--- config.mk ---
export PLATFORM = sky130hd
export DESIGN_NAME = packet_sequence_ack_tracker
export DESIGN_NICKNAME = d
export VERILOG_FILES = /design/src/hw/rtl/psat_pkg.sv /design/src/hw/rtl/packet_sequence_ack_tracker.sv /design/src/hw/rtl/psat_tracker.sv
export SDC_FILE = /design/constraint.sdc
export NUM_CORES = 1
export LEC_CHECK = 0
export ABC_AREA = 1
export BUFFER_PORTS_ARGS = -buffer_cell sky130_fd_sc_hd__buf_4
export CAP_MARGIN = 20
export CORE_ASPECT_RATIO = 1.4
export CORE_MARGIN = 3
export CORE_UTILIZATION = 45
export DETAILED_ROUTE_END_ITERATION = 10
export HOLD_SLACK_MARGIN = 0.1
export SETUP_SLACK_MARGIN = 0.3
export SKIP_CTS_REPAIR_TIMING = 1
export SLEW_MARGIN = 20
export SYNTH_ARGS = -nofsm -noshare
export SYNTH_HDL_FRONTEND = slang
export SYNTH_HIERARCHICAL = 1
export SYNTH_SLANG_ARGS = --single-unit
--- constraint.sdc ---
create_clock -name clock -period 12.4 [get_ports clock]
set_input_delay 0.62 -clock clock [delete_from_list [all_inputs] [get_ports clock]]
set_output_delay 0.62 -clock clock [all_outputs]
set_load 0.02 [all_outputs]
--- src/hw/rtl/psat_pkg.sv ---
package psat_pkg;

   localparam int unsigned SEQ_BITS    = 9;
   localparam int unsigned CNT_BITS    = 32;
   localparam int unsigned RECV_WINDOW = 32;
   localparam int unsigned MASK_BITS   = 32;

   localparam logic [CNT_BITS-1:0] SEQ_SPAN    = CNT_BITS'(1 << SEQ_BITS);
   localparam logic [CNT_BITS-1:0] WINDOW_LAST = CNT_BITS'(RECV_WINDOW - 1);
   localparam logic [2:0]          MAX_ACK_BYTES = 3'd4;

   typedef enum logic {
      OP_RECEIVE = 1'b0,
      OP_SEND    = 1'b1
   } psat_op_type;

   typedef enum logic [1:0] {
      PKT_DATA    = 2'd0,
      PKT_PING    = 2'd1,
      PKT_ACK     = 2'd2,
      PKT_INVALID = 2'd3
   } psat_pkt_type;

   typedef struct packed {
      psat_op_type          operation;
      logic                 parity_bit;
      logic [SEQ_BITS-1:0]  seq_low;
      logic [SEQ_BITS-1:0]  ack_low;
      psat_pkt_type         packet_type;
      logic [2:0]           ack_bytes;
      logic [MASK_BITS-1:0] ack_bits_in;
   } psat_req_type;

   typedef struct packed {
      psat_op_type          result_kind;
      logic                 accepted;
      logic                 dispatch_data;
      logic [CNT_BITS-1:0]  first_acked;
      logic [SEQ_BITS-1:0]  acked_count;
      logic [MASK_BITS-1:0] acked_hits;
      logic                 established;
      logic [SEQ_BITS-1:0]  out_sequence;
      logic [SEQ_BITS-1:0]  out_highest_ack;
      logic [2:0]           out_ack_bytes;
      logic [MASK_BITS-1:0] out_ack_mask;
   } psat_rsp_type;

   function automatic logic [2:0] mask_byte_count(input logic [MASK_BITS-1:0] m);
      logic [2:0] n;
      n = 3'd0;
      if (m[31:24] != 8'd0) begin
         n = 3'd4;
      end else if (m[23:16] != 8'd0) begin
         n = 3'd3;
      end else if (m[15:8] != 8'd0) begin
         n = 3'd2;
      end else if (m[7:0] != 8'd0) begin
         n = 3'd1;
      end
      return n;
   endfunction

   function automatic logic [MASK_BITS-1:0] byte_mask(input logic [2:0] nbytes);
      logic [MASK_BITS-1:0] m;
      unique case (nbytes)
         3'd1:    m = 32'h0000_00ff;
         3'd2:    m = 32'h0000_ffff;
         3'd3:    m = 32'h00ff_ffff;
         3'd4:    m = 32'hffff_ffff;
         default: m = 32'h0000_0000;
      endcase
      return m;
   endfunction

endpackage

--- src/hw/rtl/packet_sequence_ack_tracker.sv ---
// Sequence and ack tracker for one side of a datagram link with 9-bit wire
// numbers. Each req beat is either a received header (tuser 0), checked and
// folded into the 32-bit sequence/ack state, or a send request (tuser 1),
// answered with the header fields to put on the wire. Every req beat yields
// exactly one rsp beat, registered in the input register and then the result
// register; a new beat is taken every cycle while rsp_tready is held high, since
// the state is read and updated between the two registers. csr_we loads the
// connect parity bit, and should be used only while no beat is in flight.
module packet_sequence_ack_tracker (
   input  logic         clock,
   input  logic         reset,
   input  logic         csr_we,
   input  logic         csr_wdata,      // connect_parity
   input  logic         req_tvalid,
   output logic         req_tready,
   input  logic [55:0]  req_tdata,      // parity_bit, seq_low, ack_low, packet_type,
                                        // ack_bytes, ack_bits_in
   input  logic         req_tuser,      // operation
   output logic         rsp_tvalid,
   input  logic         rsp_tready,
   output logic [135:0] rsp_tdata,      // accepted, dispatch_data, first_acked,
                                        // acked_count, acked_hits, established,
                                        // out_sequence, out_highest_ack,
                                        // out_ack_bytes, out_ack_mask, zero fill
   output logic         rsp_tuser       // result_kind
);
   import psat_pkg::*;

   psat_req_type req_in, req_ff;
   logic         req_valid_ff;
   psat_rsp_type rsp_in, rsp_ff;
   logic         rsp_valid_ff;
   logic         advance, step;

   assign advance    = !rsp_valid_ff || rsp_tready;
   assign step       = req_valid_ff && advance;
   assign req_tready = !req_valid_ff || advance;

   assign req_in.operation   = psat_op_type'(req_tuser);
   assign req_in.parity_bit  = req_tdata[0];
   assign req_in.seq_low     = req_tdata[9:1];
   assign req_in.ack_low     = req_tdata[18:10];
   assign req_in.packet_type = psat_pkt_type'(req_tdata[20:19]);
   assign req_in.ack_bytes   = req_tdata[23:21];
   assign req_in.ack_bits_in = req_tdata[55:24];

   psat_tracker u_tracker (
      .clock     (clock),
      .reset     (reset),
      .csr_we    (csr_we),
      .csr_wdata (csr_wdata),
      .step      (step),
      .req       (req_ff),
      .rsp       (rsp_in)
   );

   always_ff @(posedge clock) begin
      if (reset) begin
         req_valid_ff <= 1'b0;
         rsp_valid_ff <= 1'b0;
      end else begin
         if (req_tready) begin
            req_valid_ff <= req_tvalid;
         end
         if (advance) begin
            rsp_valid_ff <= req_valid_ff;
         end
      end
   end

   always_ff @(posedge clock) begin
      if (req_tready && req_tvalid) begin
         req_ff <= req_in;
      end
      if (step) begin
         rsp_ff <= rsp_in;
      end
   end

   assign rsp_tvalid = rsp_valid_ff;
   assign rsp_tuser  = rsp_ff.result_kind;
   assign rsp_tdata  = {7'd0,
                        rsp_ff.out_ack_mask,
                        rsp_ff.out_ack_bytes,
                        rsp_ff.out_highest_ack,
                        rsp_ff.out_sequence,
                        rsp_ff.established,
                        rsp_ff.acked_hits,
                        rsp_ff.acked_count,
                        rsp_ff.first_acked,
                        rsp_ff.dispatch_data,
                        rsp_ff.accepted};

endmodule

--- src/hw/rtl/psat_tracker.sv ---
module psat_tracker (
   input  logic                 clock,
   input  logic                 reset,
   input  logic                 csr_we,
   input  logic                 csr_wdata,
   input  logic                 step,
   input  psat_pkg::psat_req_type req,
   output psat_pkg::psat_rsp_type rsp
);
   import psat_pkg::*;

   logic                 parity_ff;
   logic [CNT_BITS-1:0]  last_rx_ff, last_rx_in;
   logic [CNT_BITS-1:0]  high_ack_ff, high_ack_in;
   logic [CNT_BITS-1:0]  last_tx_ff, last_tx_in;
   logic [MASK_BITS-1:0] rx_bits_ff, rx_bits_in;
   logic                 link_up_ff, link_up_in;

   logic [CNT_BITS-1:0]  seq_base, seq_ext, seq_diff, window_end;
   logic [CNT_BITS-1:0]  ack_base, ack_ext, ack_diff;
   logic [SEQ_BITS-1:0]  count;
   logic [MASK_BITS-1:0] bits, lim_mask, hits;
   logic                 hdr_ok, rx_ok, is_data;

   assign is_data    = (req.packet_type == PKT_DATA);
   assign hdr_ok     = (req.parity_bit == parity_ff) && (req.ack_bytes <= MAX_ACK_BYTES)
                       && (req.packet_type != PKT_INVALID);
   assign bits       = req.ack_bits_in & byte_mask(req.ack_bytes);

   assign seq_base   = {last_rx_ff[CNT_BITS-1:SEQ_BITS], req.seq_low};
   assign seq_ext    = (seq_base < last_rx_ff) ? seq_base + SEQ_SPAN : seq_base;
   assign window_end = last_rx_ff + WINDOW_LAST;
   assign seq_diff   = seq_ext - last_rx_ff;

   assign ack_base   = {high_ack_ff[CNT_BITS-1:SEQ_BITS], req.ack_low};
   assign ack_ext    = (ack_base < high_ack_ff) ? ack_base + SEQ_SPAN : ack_base;
   assign ack_diff   = ack_ext - high_ack_ff;
   assign count      = ack_diff[SEQ_BITS-1:0];

   assign lim_mask   = (count >= SEQ_BITS'(RECV_WINDOW)) ? '1
                       : (MASK_BITS'(1) << count[4:0]) - MASK_BITS'(1);
   assign hits       = bits & lim_mask;

   assign rx_ok      = hdr_ok && !(seq_ext > window_end) && !(ack_ext > last_tx_ff);

   always_comb begin
      rsp         = '0;
      last_rx_in  = last_rx_ff;
      high_ack_in = high_ack_ff;
      last_tx_in  = last_tx_ff;
      rx_bits_in  = rx_bits_ff;
      link_up_in  = link_up_ff;
      rsp.result_kind = req.operation;
      unique case (req.operation)
         OP_SEND: begin
            if (is_data) begin
               last_tx_in = last_tx_ff + CNT_BITS'(1);
            end
            rsp.out_sequence    = last_tx_in[SEQ_BITS-1:0];
            rsp.out_highest_ack = last_rx_ff[SEQ_BITS-1:0];
            rsp.out_ack_bytes   = mask_byte_count(rx_bits_ff);
            rsp.out_ack_mask    = rx_bits_ff;
         end
         default: begin
            if (rx_ok) begin
               rsp.accepted      = 1'b1;
               rsp.dispatch_data = is_data && (seq_ext != last_rx_ff);
               rx_bits_in        = (rx_bits_ff << seq_diff[4:0]) | MASK_BITS'(is_data);
               if (count != '0) begin
                  rsp.first_acked = high_ack_ff + CNT_BITS'(1);
                  rsp.acked_count = count;
                  rsp.acked_hits  = hits;
                  if (hits != '0) begin
                     link_up_in = 1'b1;
                  end
               end
               high_ack_in = ack_ext;
               last_rx_in  = seq_ext;
            end
         end
      endcase
      rsp.established = link_up_in;
   end

   always_ff @(posedge clock) begin
      if (reset) begin
         parity_ff   <= 1'b0;
         last_rx_ff  <= '0;
         high_ack_ff <= '0;
         last_tx_ff  <= '0;
         rx_bits_ff  <= '0;
         link_up_ff  <= 1'b0;
      end else begin
         if (csr_we) begin
            parity_ff <= csr_wdata;
         end
         if (step) begin
            last_rx_ff  <= last_rx_in;
            high_ack_ff <= high_ack_in;
            last_tx_ff  <= last_tx_in;
            rx_bits_ff  <= rx_bits_in;
            link_up_ff  <= link_up_in;
         end
      end
   end

endmodule
Word level (Yosys, flattened, before mapping):

Cells that the tools add are included.

* $add $sub $neg: 8
* reductions and logical operators: 26
* equal/unequal tests: 7
* bitwise logic cells: 6
* mux-type cells: 15
* magnitude comparators: 6
* shifts and indexed selects: 2

Operator list (count)
* 32-bit case mux with 4 select lines: 1
* 32-bit 2-to-1 mux: 3
* 75-bit 2-to-1 mux: 1
* 73-bit 2-to-1 mux: 1
* 32-bit by 1-bit adder with 32-bit output (second input constant): 2
* 32-bit by 10-bit adder with 32-bit output (second input constant): 2
* 32-bit AND: 2
* 32-bit greater-than comparator: 2
* 32-bit less-than comparator: 2
* 32-bit by 5-bit adder with 32-bit output (second input constant): 1
* 32-bit != test: 1
* 32-bit by 1-bit bitwise OR with 32-bit output: 1
* 32-bit nonzero test: 1
* 8-bit nonzero test: 4
* 1-bit by 5-bit left shift with 32-bit output (first input constant): 1
* 32-bit by 5-bit left shift with 32-bit output: 1
* 32-bit by 1-bit subtractor with 32-bit output (second input constant): 1
* 9-bit by 6-bit greater-or-equal comparator with 1-bit output (second input constant): 1
* 3-bit 2-to-1 mux: 3
* 9-bit 2-to-1 mux: 1
* 9-bit nonzero test: 1
* 9-bit subtractor: 1
* 1-bit logical AND: 7
* 3-bit by 2-bit equality test with 1-bit output (second input constant): 2
* 15 further kinds: 27

* register bits: 319

Longest topological paths before layout:

Gate-level depths: netlist of the first run.

* word-level depth: 12
* depth in mapped cells: 30
* depth with buffers taken out: 30

By module:

The synthesis of the first run kept the hierarchy.

By module, submodules not included
* psat_tracker: cells each 2142, seq. area each 2602.5 um^2, area each 13181.4 um^2, times used 1
* packet_sequence_ack_tracker: cells each 207, seq. area each 5655.4 um^2, area each 5763.0 um^2, times used 1

Worst setup path before layout of the first run:

OpenSTA, ideal clock, no wires.

* path type: input-to-reg
* start point: input rsp_tready
* end point: register u_tracker.last_tx_ff[27]
* setup slack: 3.079 ns
* library setup time: 0.115 ns
* arrival time: 9.206 ns
* cell stages on the path: 17
* cell sequence: inv_1 > a21oi_1 > nand2_2 > inv_1 > nand2_1 > inv_1 > nand4_1 > nor2_1 > nand3_1 > nor2_2 > nand4_2 > nor2_2 > nand2_1 > nor3_2 > nand3_1 > nand2_1 > nor2_1

* cells in the longest elaborated chain, start to end: 3

Ends and longest elaborated chain
* from (decl): RTL line packet_sequence_ack_tracker.sv:20 `input logic rsp_tready,`
* 1-bit logical OR: RTL line packet_sequence_ack_tracker.sv:35 `assign advance = !rsp_valid_ff || rsp_tready;`
* 1-bit logical AND: RTL line packet_sequence_ack_tracker.sv:36 `assign step = req_valid_ff && advance;`
* named net step: RTL line packet_sequence_ack_tracker.sv:33 `logic advance, step;`
* 3-bit AND reduction (no source line)
* to (signal assigned): RTL line psat_tracker.sv:100 `last_tx_ff <= last_tx_in;`
* to (decl): RTL line psat_tracker.sv:15 `logic [CNT_BITS-1:0] last_tx_ff, last_tx_in;`

The timed path passes the listed nets, and every way through them passes these cells.
A chain may end at the register's enable or synchronous reset.

Final worst setup path of the first run:

* start point: register req_ff[37] (netlist bit)
* end point: register u_tracker.rx_bits_ff[30]

* cells in the longest elaborated chain, start to end: 6

Ends and longest elaborated chain
* from (decl): RTL line packet_sequence_ack_tracker.sv:29 `psat_req_type req_in, req_ff;`
* from (signal assigned): RTL line packet_sequence_ack_tracker.sv:73 `req_ff <= req_in;`
* 32-bit by 10-bit adder with 32-bit output or 32-bit less-than comparator (tied branches): RTL line psat_tracker.sv:36 `assign ack_ext = (ack_base < high_ack_ff) ? ack_base + SEQ_SPAN : ack_base;`
* 32-bit 2-to-1 mux (*): RTL line psat_tracker.sv:36
* named net u_tracker.ack_ext[27]: RTL line psat_tracker.sv:20 `logic [CNT_BITS-1:0] ack_base, ack_ext, ack_diff;`
* 32-bit greater-than comparator (*): RTL line psat_tracker.sv:44 `assign rx_ok = hdr_ok && !(seq_ext > window_end) && !(ack_ext > last_tx_ff);`
* 1-bit logical NOT (*): RTL line psat_tracker.sv:44
* 1-bit logical AND (*): RTL line psat_tracker.sv:44
* 3-bit AND reduction (no source line) (*)
* to (signal assigned): RTL line psat_tracker.sv:101 `rx_bits_ff <= rx_bits_in;`
* to (decl): RTL line psat_tracker.sv:16 `logic [MASK_BITS-1:0] rx_bits_ff, rx_bits_in;`

Mark *: on every way through the listed nets, which the timed path passes. The rest lies on a longest branch.

==> flow_summary.yaml, run 1 <==
pwr:
  p_switching_uw: 723
  p_leak_uw: 0.00922
  netSwitchingFraction_pct: 27.2
  ir_drop_mv: 0.127
  p_int_uw: 1930
  power_density_nw_per_um2: 121
  pwr-share-clk_pct: 40.8
  pwr-share-comb_pct: 14.9
  seqPwrFrac_pct: 44.3
  finalPower_uw: 2650
min_path:
  hold_path_class: "primary input to register"
yosys:
  synth-seq-area-share_pct: 43.6
  syn_area_per_cell_um2: 8.06
  synth_area_leaders: "edfxtp_1 (30%), dfxtp_1 (14%), nand2_1 (8.3%)"
  ys_top_cells_by_count: "nand2_1 (421), inv_1 (299), nor2_1 (273), edfxtp_1 (187), o21ai_0 (180)"
  synth_top_family_by_area: "simple AND/OR/NAND/NOR gates"
  netlist_instances: 2349
  netlist.area_leader.share_pct: 29.6
  synth-xor-area-share_pct: 5.22
  synth_top_area_cell: "edfxtp_1"
  netlist_area_um2: 18900
  synth.distinct_cells: 64
  synth_flop_cell: "edfxtp_1"
  synthSimpleGateAreaFrac_pct: 22.7
  yosysMostFrequentCell: "nand2_1"
  synth_seq_cells: 319
  ys_async_sr_fraction_pct: 0
  muxShareOfSynthArea_pct: 0.951
  synth-compound-area-share_pct: 12.7
  synth-adder-area-share_pct: 6.13
  synth_edf_count: 187
  synth-warning-count: 6
sta:
  min_period_ns: 6.56
  slew_headroom_pct: 29.5
  timing.final.max_slew_violations: 0
  maxClockFrequency_ghz: 0.152
  hold_ws_ns: 0.256
  finalCritPeriodShare_pct: 52.9
  rsz0062_at_grt: "false"
  tightest_slew_ns: 1.05
  timing.final.hold_violations: 0
  setup_tns_ns: 0
  setup_viol: 0
  skew_ns: 0.0189
clock_network:
  cts_tree: "done"
  path_clk_slew_ns: 0.06
  ctsHtreeMaxLevel: 2
  cts.sinks: 319
  cts-buffers-inserted: 37
  clock-root-buffer: "clkbuf_16"
  clk_latency_ns: 0.54
  clockBufferDepth: 3
cells_and_area:
  final_util_pct: 53.1
  drive_above_1_share_pct: 13.7
  synthToLayoutAreaGrowth_pct: 16.0
  multi_input_area_um2: 9080
  layout.nets: 2656
  antennaDiodeCount: 0
  seq_area_um2: 8260
  fin_cells: 3071
  fill_cells: 4056
grt:
  track_usage_pct: 23.1
  grt_util_met2_pct: 41.4
  grt_antenna_before_repair: 0
  grt_max_degree: 134
  grt_pass1_wl_um: 84500
  gr-usage-met1_pct: 27.7
  busiest_layer: "met2"
  globalRoute.totalOverflow: 0
  grt_pass1_vias: 15900
  use_met3_pct: 3.13
critical_path:
  critPathBufInv: 3
  cp_top_family: "simple AND/OR/NAND/NOR gates"
  crit_path_frequent_cell: "nand2_1"
  crit_type: "register to register"
  reg2reg_setup_slack_ns: 5.84
  worst-path-max-fanout: 64
  crit_required_ns: 12.79
  cp_slowest_cell: "inv_2"
  crit_arrival_ns: 6.96
  crit_path_end_kind: "register"
  start_kind: "register"
  worst_path_largest_cell_delay_ns: 0.96
route:
  final_antenna_net_count: 0
  num_vias: 16200
  firstDrtPassIters: 5
  totalWireLength_um: 53100
  avgViaCountPerCell: 5.29
  drc_errors: 0
  drtIter0Drc: 1042
  wl_per_cell_um: 17.3
floorplanning:
  ios: 202
  dieHeight_um: 249
  rows: 88
  coreArea_um2: 41400
  die_area_um2: 44600
  start_util_pct: 45.8
  dieWidth_um: 179
run_status:
  run_status: "complete, no violations"
placement:
  gp_congestion: 0.932
  dp.final_hpwl_um: 39500
  io_buffers: 194
  placedCellCount: 3003
flow_run:
  max-cap-violations: 0
==> cell families (layout without fill, tap and decap cells) <==
group | count (synthesis) | count (layout)
adder cells (fa/ha/maj) | 91 | 91
AO/OA/AOI/OAI | 428 | 428
buffers and inverters | 412 | 588
other | 1 | 7
AND/OR/NAND/NOR | 968 | 968
XOR/XNOR | 112 | 112
multiplexers | 18 | 18
flip-flops | 319 | 319
==> flip-flops by register name, summed over array words and instances, names as in the netlist <==
| signal | cells |
|---|---|
| rsp_tdata | 129 |
| req_ff | 57 |
| u_tracker/high_ack_ff | 32 |
| u_tracker/last_rx_ff | 32 |
| u_tracker/last_tx_ff | 32 |
| u_tracker/rx_bits_ff | 32 |
| req_valid_ff | 1 |
| rsp_tuser | 1 |
| rsp_tvalid | 1 |
| u_tracker/link_up_ff | 1 |
| u_tracker/parity_ff | 1 |
==> per-stage QoR <==
stage / area, µm² / setup slack, ns
finish: 22000 / 5.84
floorplan: 19000 / 3.08
global placement: 20800 / 6.06
CTS: 22000 / 5.76
detailed placement: 20800 / 5.80
global route: 22000 / 5.11
==> cell type report <==
type                            instances  share of cell area, %
Inverter                              314                   5.37
Clock inverter                         18                  0.683
Tap cell                              540                   3.08
Clock buffer                           50                   4.86
Sequential cell                       319                   37.6
Multi-Input combinational cell       1624                   41.3
Timing Repair Buffer                  206                   7.10
==> per-layer routing <==
metal  share of wire [%]  routed length (µm)  vias up
met4                 4.1                2150        0
met1                  41               21900     7554
met2                  51               26900      441
met5                   0                   0        -
met3                 4.0                2150      113
li1                    -                   -     8135
==> placed cells by master, fill, tap and decap left out, types with 13 or more instances in the layout <==
cell       synthesis  final
nand3_1          118    118
inv_2             12     13
nor3_1            37     37
dfxtp_1          132    132
nor4_1            21     21
a211oi_1          16     16
ha_1              88     88
nand4_1           33     33
xnor2_1           14     14
o21ai_0          180    180
o211ai_1          21     21
nand2_1          421    421
nor2_1           273    272
xor2_1            97     97
a21oi_1          153    152
buf_4             12    205
clkbuf_16          0     39
nor2_2            17     18
edfxtp_1         187    187
mux2i_1           18     18
inv_1            299    297
==> final timing paths <==
kind                   startpoint                        to  depth (start not counted)
min reg2reg  u_tracker/link_up_ff      u_tracker/link_up_ff                          2
min                  req_tdata[6]                req_ff[51]                          1
max                    req_ff[37]  u_tracker/rx_bits_ff[30]                         28
max reg2reg            req_ff[37]  u_tracker/rx_bits_ff[30]                         28
==> power groups by stage <==
stage	Sequential, µW	Clock, µW	Combinational (µW)
after detailed placement	1200	0	393
after CTS	1180	1120	395
after global placement	1200	0	391
after floorplan	1220	0	251
after global routing	1180	1160	437
final	1180	1080	395
No activity file was read; power rests on OpenSTA's default activity.
==> inputs of run 2 (changes only) <==
- clock period: 12.4 -> 6.5 ns (I/O delays scaled with it)
==> flow_summary.yaml, run 2 (synthesis results as in run 1) <==
run_status:
  run_status: "complete, no violations"
critical_path:
  reg2reg_setup_slack_ns: 0.86
  cp_top_family: "simple AND/OR/NAND/NOR gates"
  worstReg2RegEnd: "rsp_tdata[74]"
  r2r_start: "req_ff[37]"
  start_kind: "register"
  crit_path_end_kind: "register"
  worst_path_largest_cell_delay_ns: 0.42
  worst-path-max-fanout: 64
  crit_required_ns: 6.87
  crit_arrival_ns: 6.01
  cp_slowest_cell: "or3_1"
  crit_path_frequent_cell: "nand2_1"
  critPathBufInv: 4
  cp_num_cells: 28
  crit_type: "register to register"
  worst-r2r-cell-count: 28
grt:
  grt_pass1_wl_um: 86000
  grt_pass1_vias: 16100
  grt_max_degree: 72
  track_usage_pct: 23.6
  grt_antenna_before_repair: 0
  globalRoute.totalOverflow: 0
placement:
  placedCellCount: 3007
  dp.final_hpwl_um: 40700
  io_buffers: 194
  gp_congestion: 0.970
sta:
  tightest_slew_ns: 1.06
  min_period_ns: 5.64
  slew_headroom_pct: 28.8
  finalCritPeriodShare_pct: 86.8
  skew_ns: 0.0150
  maxClockFrequency_ghz: 0.177
  timing.final.max_slew_violations: 0
  setup_viol: 0
  timing.final.hold_violations: 0
  setup_tns_ns: 0
  rsz0062_at_grt: "false"
pwr:
  pwr-share-clk_pct: 38.8
  p_switching_uw: 1390
  seqPwrFrac_pct: 45.2
  netSwitchingFraction_pct: 27.9
  p_leak_uw: 0.00944
  p_int_uw: 3590
  pwr-share-comb_pct: 16.1
  power_density_nw_per_um2: 221
  ir_drop_mv: 0.191
cells_and_area:
  largest_reg_flops: 129
  fin_cells: 3131
  antennaDiodeCount: 0
  fill_cells: 3896
  seq_area_um2: 8260
  drive_above_1_share_pct: 13.3
  synthToLayoutAreaGrowth_pct: 19.0
  layout.nets: 2719
  layout_common_cells: "nand2_1 (421), inv_1 (297), nor2_1 (271), buf_4 (206), edfxtp_1 (187)"
  multi_input_area_um2: 9110
  final_common_cell: "nand2_1"
route:
  avgViaCountPerCell: 5.31
  totalWireLength_um: 55000
  wl_per_cell_um: 17.6
  final_antenna_net_count: 0
  num_vias: 16600
  drtIter0Drc: 1012
  drc_errors: 0
  firstDrtPassIters: 6
min_path:
  worst_hold_path.endpoint: "rsp_tvalid"
  min_path_cells: 4
  hold_path_class: "primary input to register"
  min_from: "rsp_tready"
clock_network:
  path_clk_slew_ns: 0.06
  ctsHtreeMaxLevel: 2
  clk_latency_ns: 0.53
  clockBufferDepth: 3
  clock-root-buffer: "clkbuf_16"
  cts.sinks: 319
  cts_tree: "done"
  cts-buffers-inserted: 35
floorplanning:
  rows: 88
  die_area_um2: 44600
  dieWidth_um: 179
  ios: 202
  coreArea_um2: 41400
  dieHeight_um: 249
  start_util_pct: 45.8
flow_run:
  max-cap-violations: 0
[run 2: cell types whose count changed in the layout (fill, tap and decap cells not counted), sizes merged, moves of 3 or more]
cell / change
buf: +4
clkbuf: -3
inv: -3
clkinv: +3
dlygate4sd3: +60
[run 2: cell type report]
cell class	count	share of cell area [%]
inverter	314	5.29
timing repair buffer	270	9.80
clock inverter	16	0.444
clock buffer	47	4.41
tap	540	3.00
sequential	319	36.6
multi-input combinational	1625	40.4
[run 2: layer usage]
layer  wire length, µm  vias to the layer above  part of all wire, %  GRT usage [%]
met2             28000                      455                   51           43.1
met3              2360                      124                  4.3           3.30
met5                 0                        -                    0              0
li1                  -                     8258                    -              -
met1             22000                     7782                   40           27.3
met4              2610                        0                  4.7           10.8
[run 2: through the flow]
step | total power (µW) | cell area [µm²] | setup WS [ns] | utilization [%] | hold slack [ns]
after floorplan | 2800 | 19000 | 1.67 | - | 0.387
after global placement | 3040 | 20800 | 0.650 | 50.2 | 0.437
after detailed placement | 3040 | 20800 | 0.485 | 50.2 | 0.451
after CTS | 4980 | 21900 | 0.444 | 52.9 | -0.0547
after global routing | 5190 | 22500 | 0.356 | 54.4 | 0.123
final | 4970 | 22500 | 0.857 | 54.4 | 0.115
[run 2: worst max-delay path by stage]
stage                           from                   endpoint  slack, ns
after floorplan           req_ff[40]  u_tracker/high_ack_ff[22]       1.67
after global placement    req_ff[37]   u_tracker/last_rx_ff[31]       0.65
after detailed placement  req_ff[37]   u_tracker/last_rx_ff[28]       0.48
after CTS                 req_ff[37]   u_tracker/last_rx_ff[28]       0.44
after global routing      req_ff[37]   u_tracker/last_rx_ff[15]       0.36
final                     req_ff[37]              rsp_tdata[74]       0.86
[run 2: power groups by stage]
| stage | clock [µW] | combinational, µW | sequential, µW |
|---|---|---|---|
| 2_1_floorplan | 0 | 478 | 2320 |
| 3_3_place_gp | 0 | 753 | 2290 |
| 3_5_place_dp | 0 | 755 | 2290 |
| 4_1_cts | 1970 | 759 | 2250 |
| 5_1_grt | 2050 | 882 | 2250 |
| 6_report | 1930 | 800 | 2250 |
[run 2: worst reg2reg max path: cells and delay by family, from the launching register on]
| family | cells | cell delay, ns |
|---|---|---|
| compound gates | 5 | 1.04 |
| flops | 1 | 0.37 |
| buf+inv | 4 | 0.55 |
| fa+ha+maj | 4 | 1.02 |
| simple gates | 14 | 2.37 |
| xor+xnor | 1 | 0.17 |
==> inputs of run 3 (changes only) <==
- PLACE_DENSITY: not set -> 0.66
- clock period: 6.5 -> 4.8 ns (I/O delays scaled with it)
==> flow_summary.yaml, run 3 (synthesis results as in run 1) <==
sta:
  tightest_slew_ns: 1.03
  slew_headroom_pct: 30.4
  timing.final.max_slew_violations: 0
  rsz0062_at_grt: "true"
  timing.final.hold_violations: 0
  maxClockFrequency_ghz: 0.206
  min_period_ns: 4.85
  finalCritPeriodShare_pct: 101
  worst_slack_ns: -0.0466
  skew_ns: 0.0210
  setup_tns_ns: -0.307
  setup_viol: 26
cells_and_area:
  layout_common_cells: "nand2_1 (414), inv_1 (295), buf_4 (274), nor2_1 (247), edfxtp_1 (187)"
  layout.nets: 2812
  largest_reg_flops: 129
  final_common_cell: "nand2_1"
  multi_input_area_um2: 9480
  final_cell_area_um2: 24000
  drive_above_1_share_pct: 19.7
  synthToLayoutAreaGrowth_pct: 26.8
  seq_area_um2: 8260
  antennaDiodeCount: 0
  fill_cells: 3682
floorplanning:
  dieHeight_um: 249
  die_area_um2: 44600
  ios: 202
  start_util_pct: 45.8
  dieWidth_um: 179
  rows: 88
  coreArea_um2: 41400
clock_network:
  cts-buffers-inserted: 35
  clock-root-buffer: "clkbuf_16"
  cts_tree: "done"
  ctsHtreeMaxLevel: 2
  cts.sinks: 319
  clk_latency_ns: 0.54
  clockBufferDepth: 3
  path_clk_slew_ns: 0.06
grt:
  grt_max_degree: 72
  grt_pass1_wl_um: 84100
  grt_pass1_vias: 16100
  track_usage_pct: 23.0
  globalRoute.totalOverflow: 0
  grt_antenna_before_repair: 0
route:
  final_antenna_net_count: 0
  wl_per_cell_um: 17.6
  firstDrtPassIters: 6
  avgViaCountPerCell: 5.33
  totalWireLength_um: 56800
  num_vias: 17200
  drc_errors: 0
  drtIter0Drc: 1267
placement:
  gp_congestion: 0.989
  io_buffers: 194
  place_area_um2: 21400
  pre_cts_ws_ns: -0.0580
  dp.final_hpwl_um: 40300
critical_path:
  start_kind: "register"
  startpoint: "req_ff[39]"
  crit_arrival_ns: 5.26
  crit_required_ns: 5.21
  crit_type: "register to register"
  r2r_start: "req_ff[39]"
  worst-path-max-fanout: 24
  crit_path_end_kind: "register"
min_path:
  min_from: "reset"
  hold_path_class: "primary input to register"
pwr:
  power_density_nw_per_um2: 292
  finalPower_uw: 7020
  p_leak_uw: 0.0102
  ir_drop_mv: 0.211
run_status:
  failed_checks: "negative setup slack"
  run_status: "complete, but fails checks"
flow_run:
  max-cap-violations: 0
run 3: cell count changes in the layout (fill, tap and decap cells not counted), sizes merged:
cell,delta
bufinv,+3
inv,+1
nand3,-1
dlygate4sd3,+2
clkinv,-2
clkinvlp,+2
clkbuf,+6
buf,+82
run 3: power by group:
part / internal, µW / leakage (µW) / switching, µW
combinational: 422 / 0.00670 / 743
clock: 1670 / 0.000571 / 1150
sequential: 2990 / 0.00289 / 51.7
run 3: worst max-delay path, cell delays in order, from the launching register on:
cell and delay [ns]:
edfxtp_1 0.42, ha_1 0.31, a21oi_4 0.18, o211ai_1 0.13, a21o_1 0.19, a21oi_2 0.13
fa_2 0.27, nand2_4 0.07, nor2_4 0.11, nand2_4 0.08, nor2_4 0.10, nand3_2 0.10
nor2_2 0.16, nand2_1 0.08, xor2_1 0.17, ha_1 0.31, nand2_1 0.07, or3_4 0.41
nor4_4 0.26, nand3_1 0.13, a21oi_2 0.25, nand3_4 0.13, buf_12 0.21, buf_16 0.18
o21ai_0 0.18, a21oi_1 0.06
run 3: per-stage QoR:
stage          std cells  util [%]  hold WS [ns]
2_1_floorplan       2355         -         0.302
3_3_place_gp        3073      51.7         0.419
3_5_place_dp        3073      51.7         0.419
4_1_cts             3136      54.6        -0.150
5_1_grt             3224      58.0         0.218
6_report            3224      58.0         0.226
run 3: path summary, 6_finish.rpt:
path	depth (start not counted)	slack, ns	end
worst min-delay path	2	0.23	rsp_tvalid
worst max register to register	25	-0.05	u_tracker/last_rx_ff[0]
worst max-delay path	25	-0.05	u_tracker/last_rx_ff[0]
worst min register to register	1	0.45	u_tracker/last_tx_ff[30]
run 3: metal layers:
metal	wire length (µm)	GRT usage, %	vias up
met2	29000	41.6	573
met5	0	0	-
met3	2780	3.21	145
li1	-	-	8441
met4	2850	11.5	0
met1	22200	26.4	8035
run 3: area by class of cell:
type	count	area share (%)
clock buffer	44	4.05
multi-input combinational	1624	39.4
inverter	314	5.03
sequential	319	34.4
tap	540	2.81
timing repair inverter	1	0.0677
clock inverter	19	0.932
timing repair buffer	363	13.3
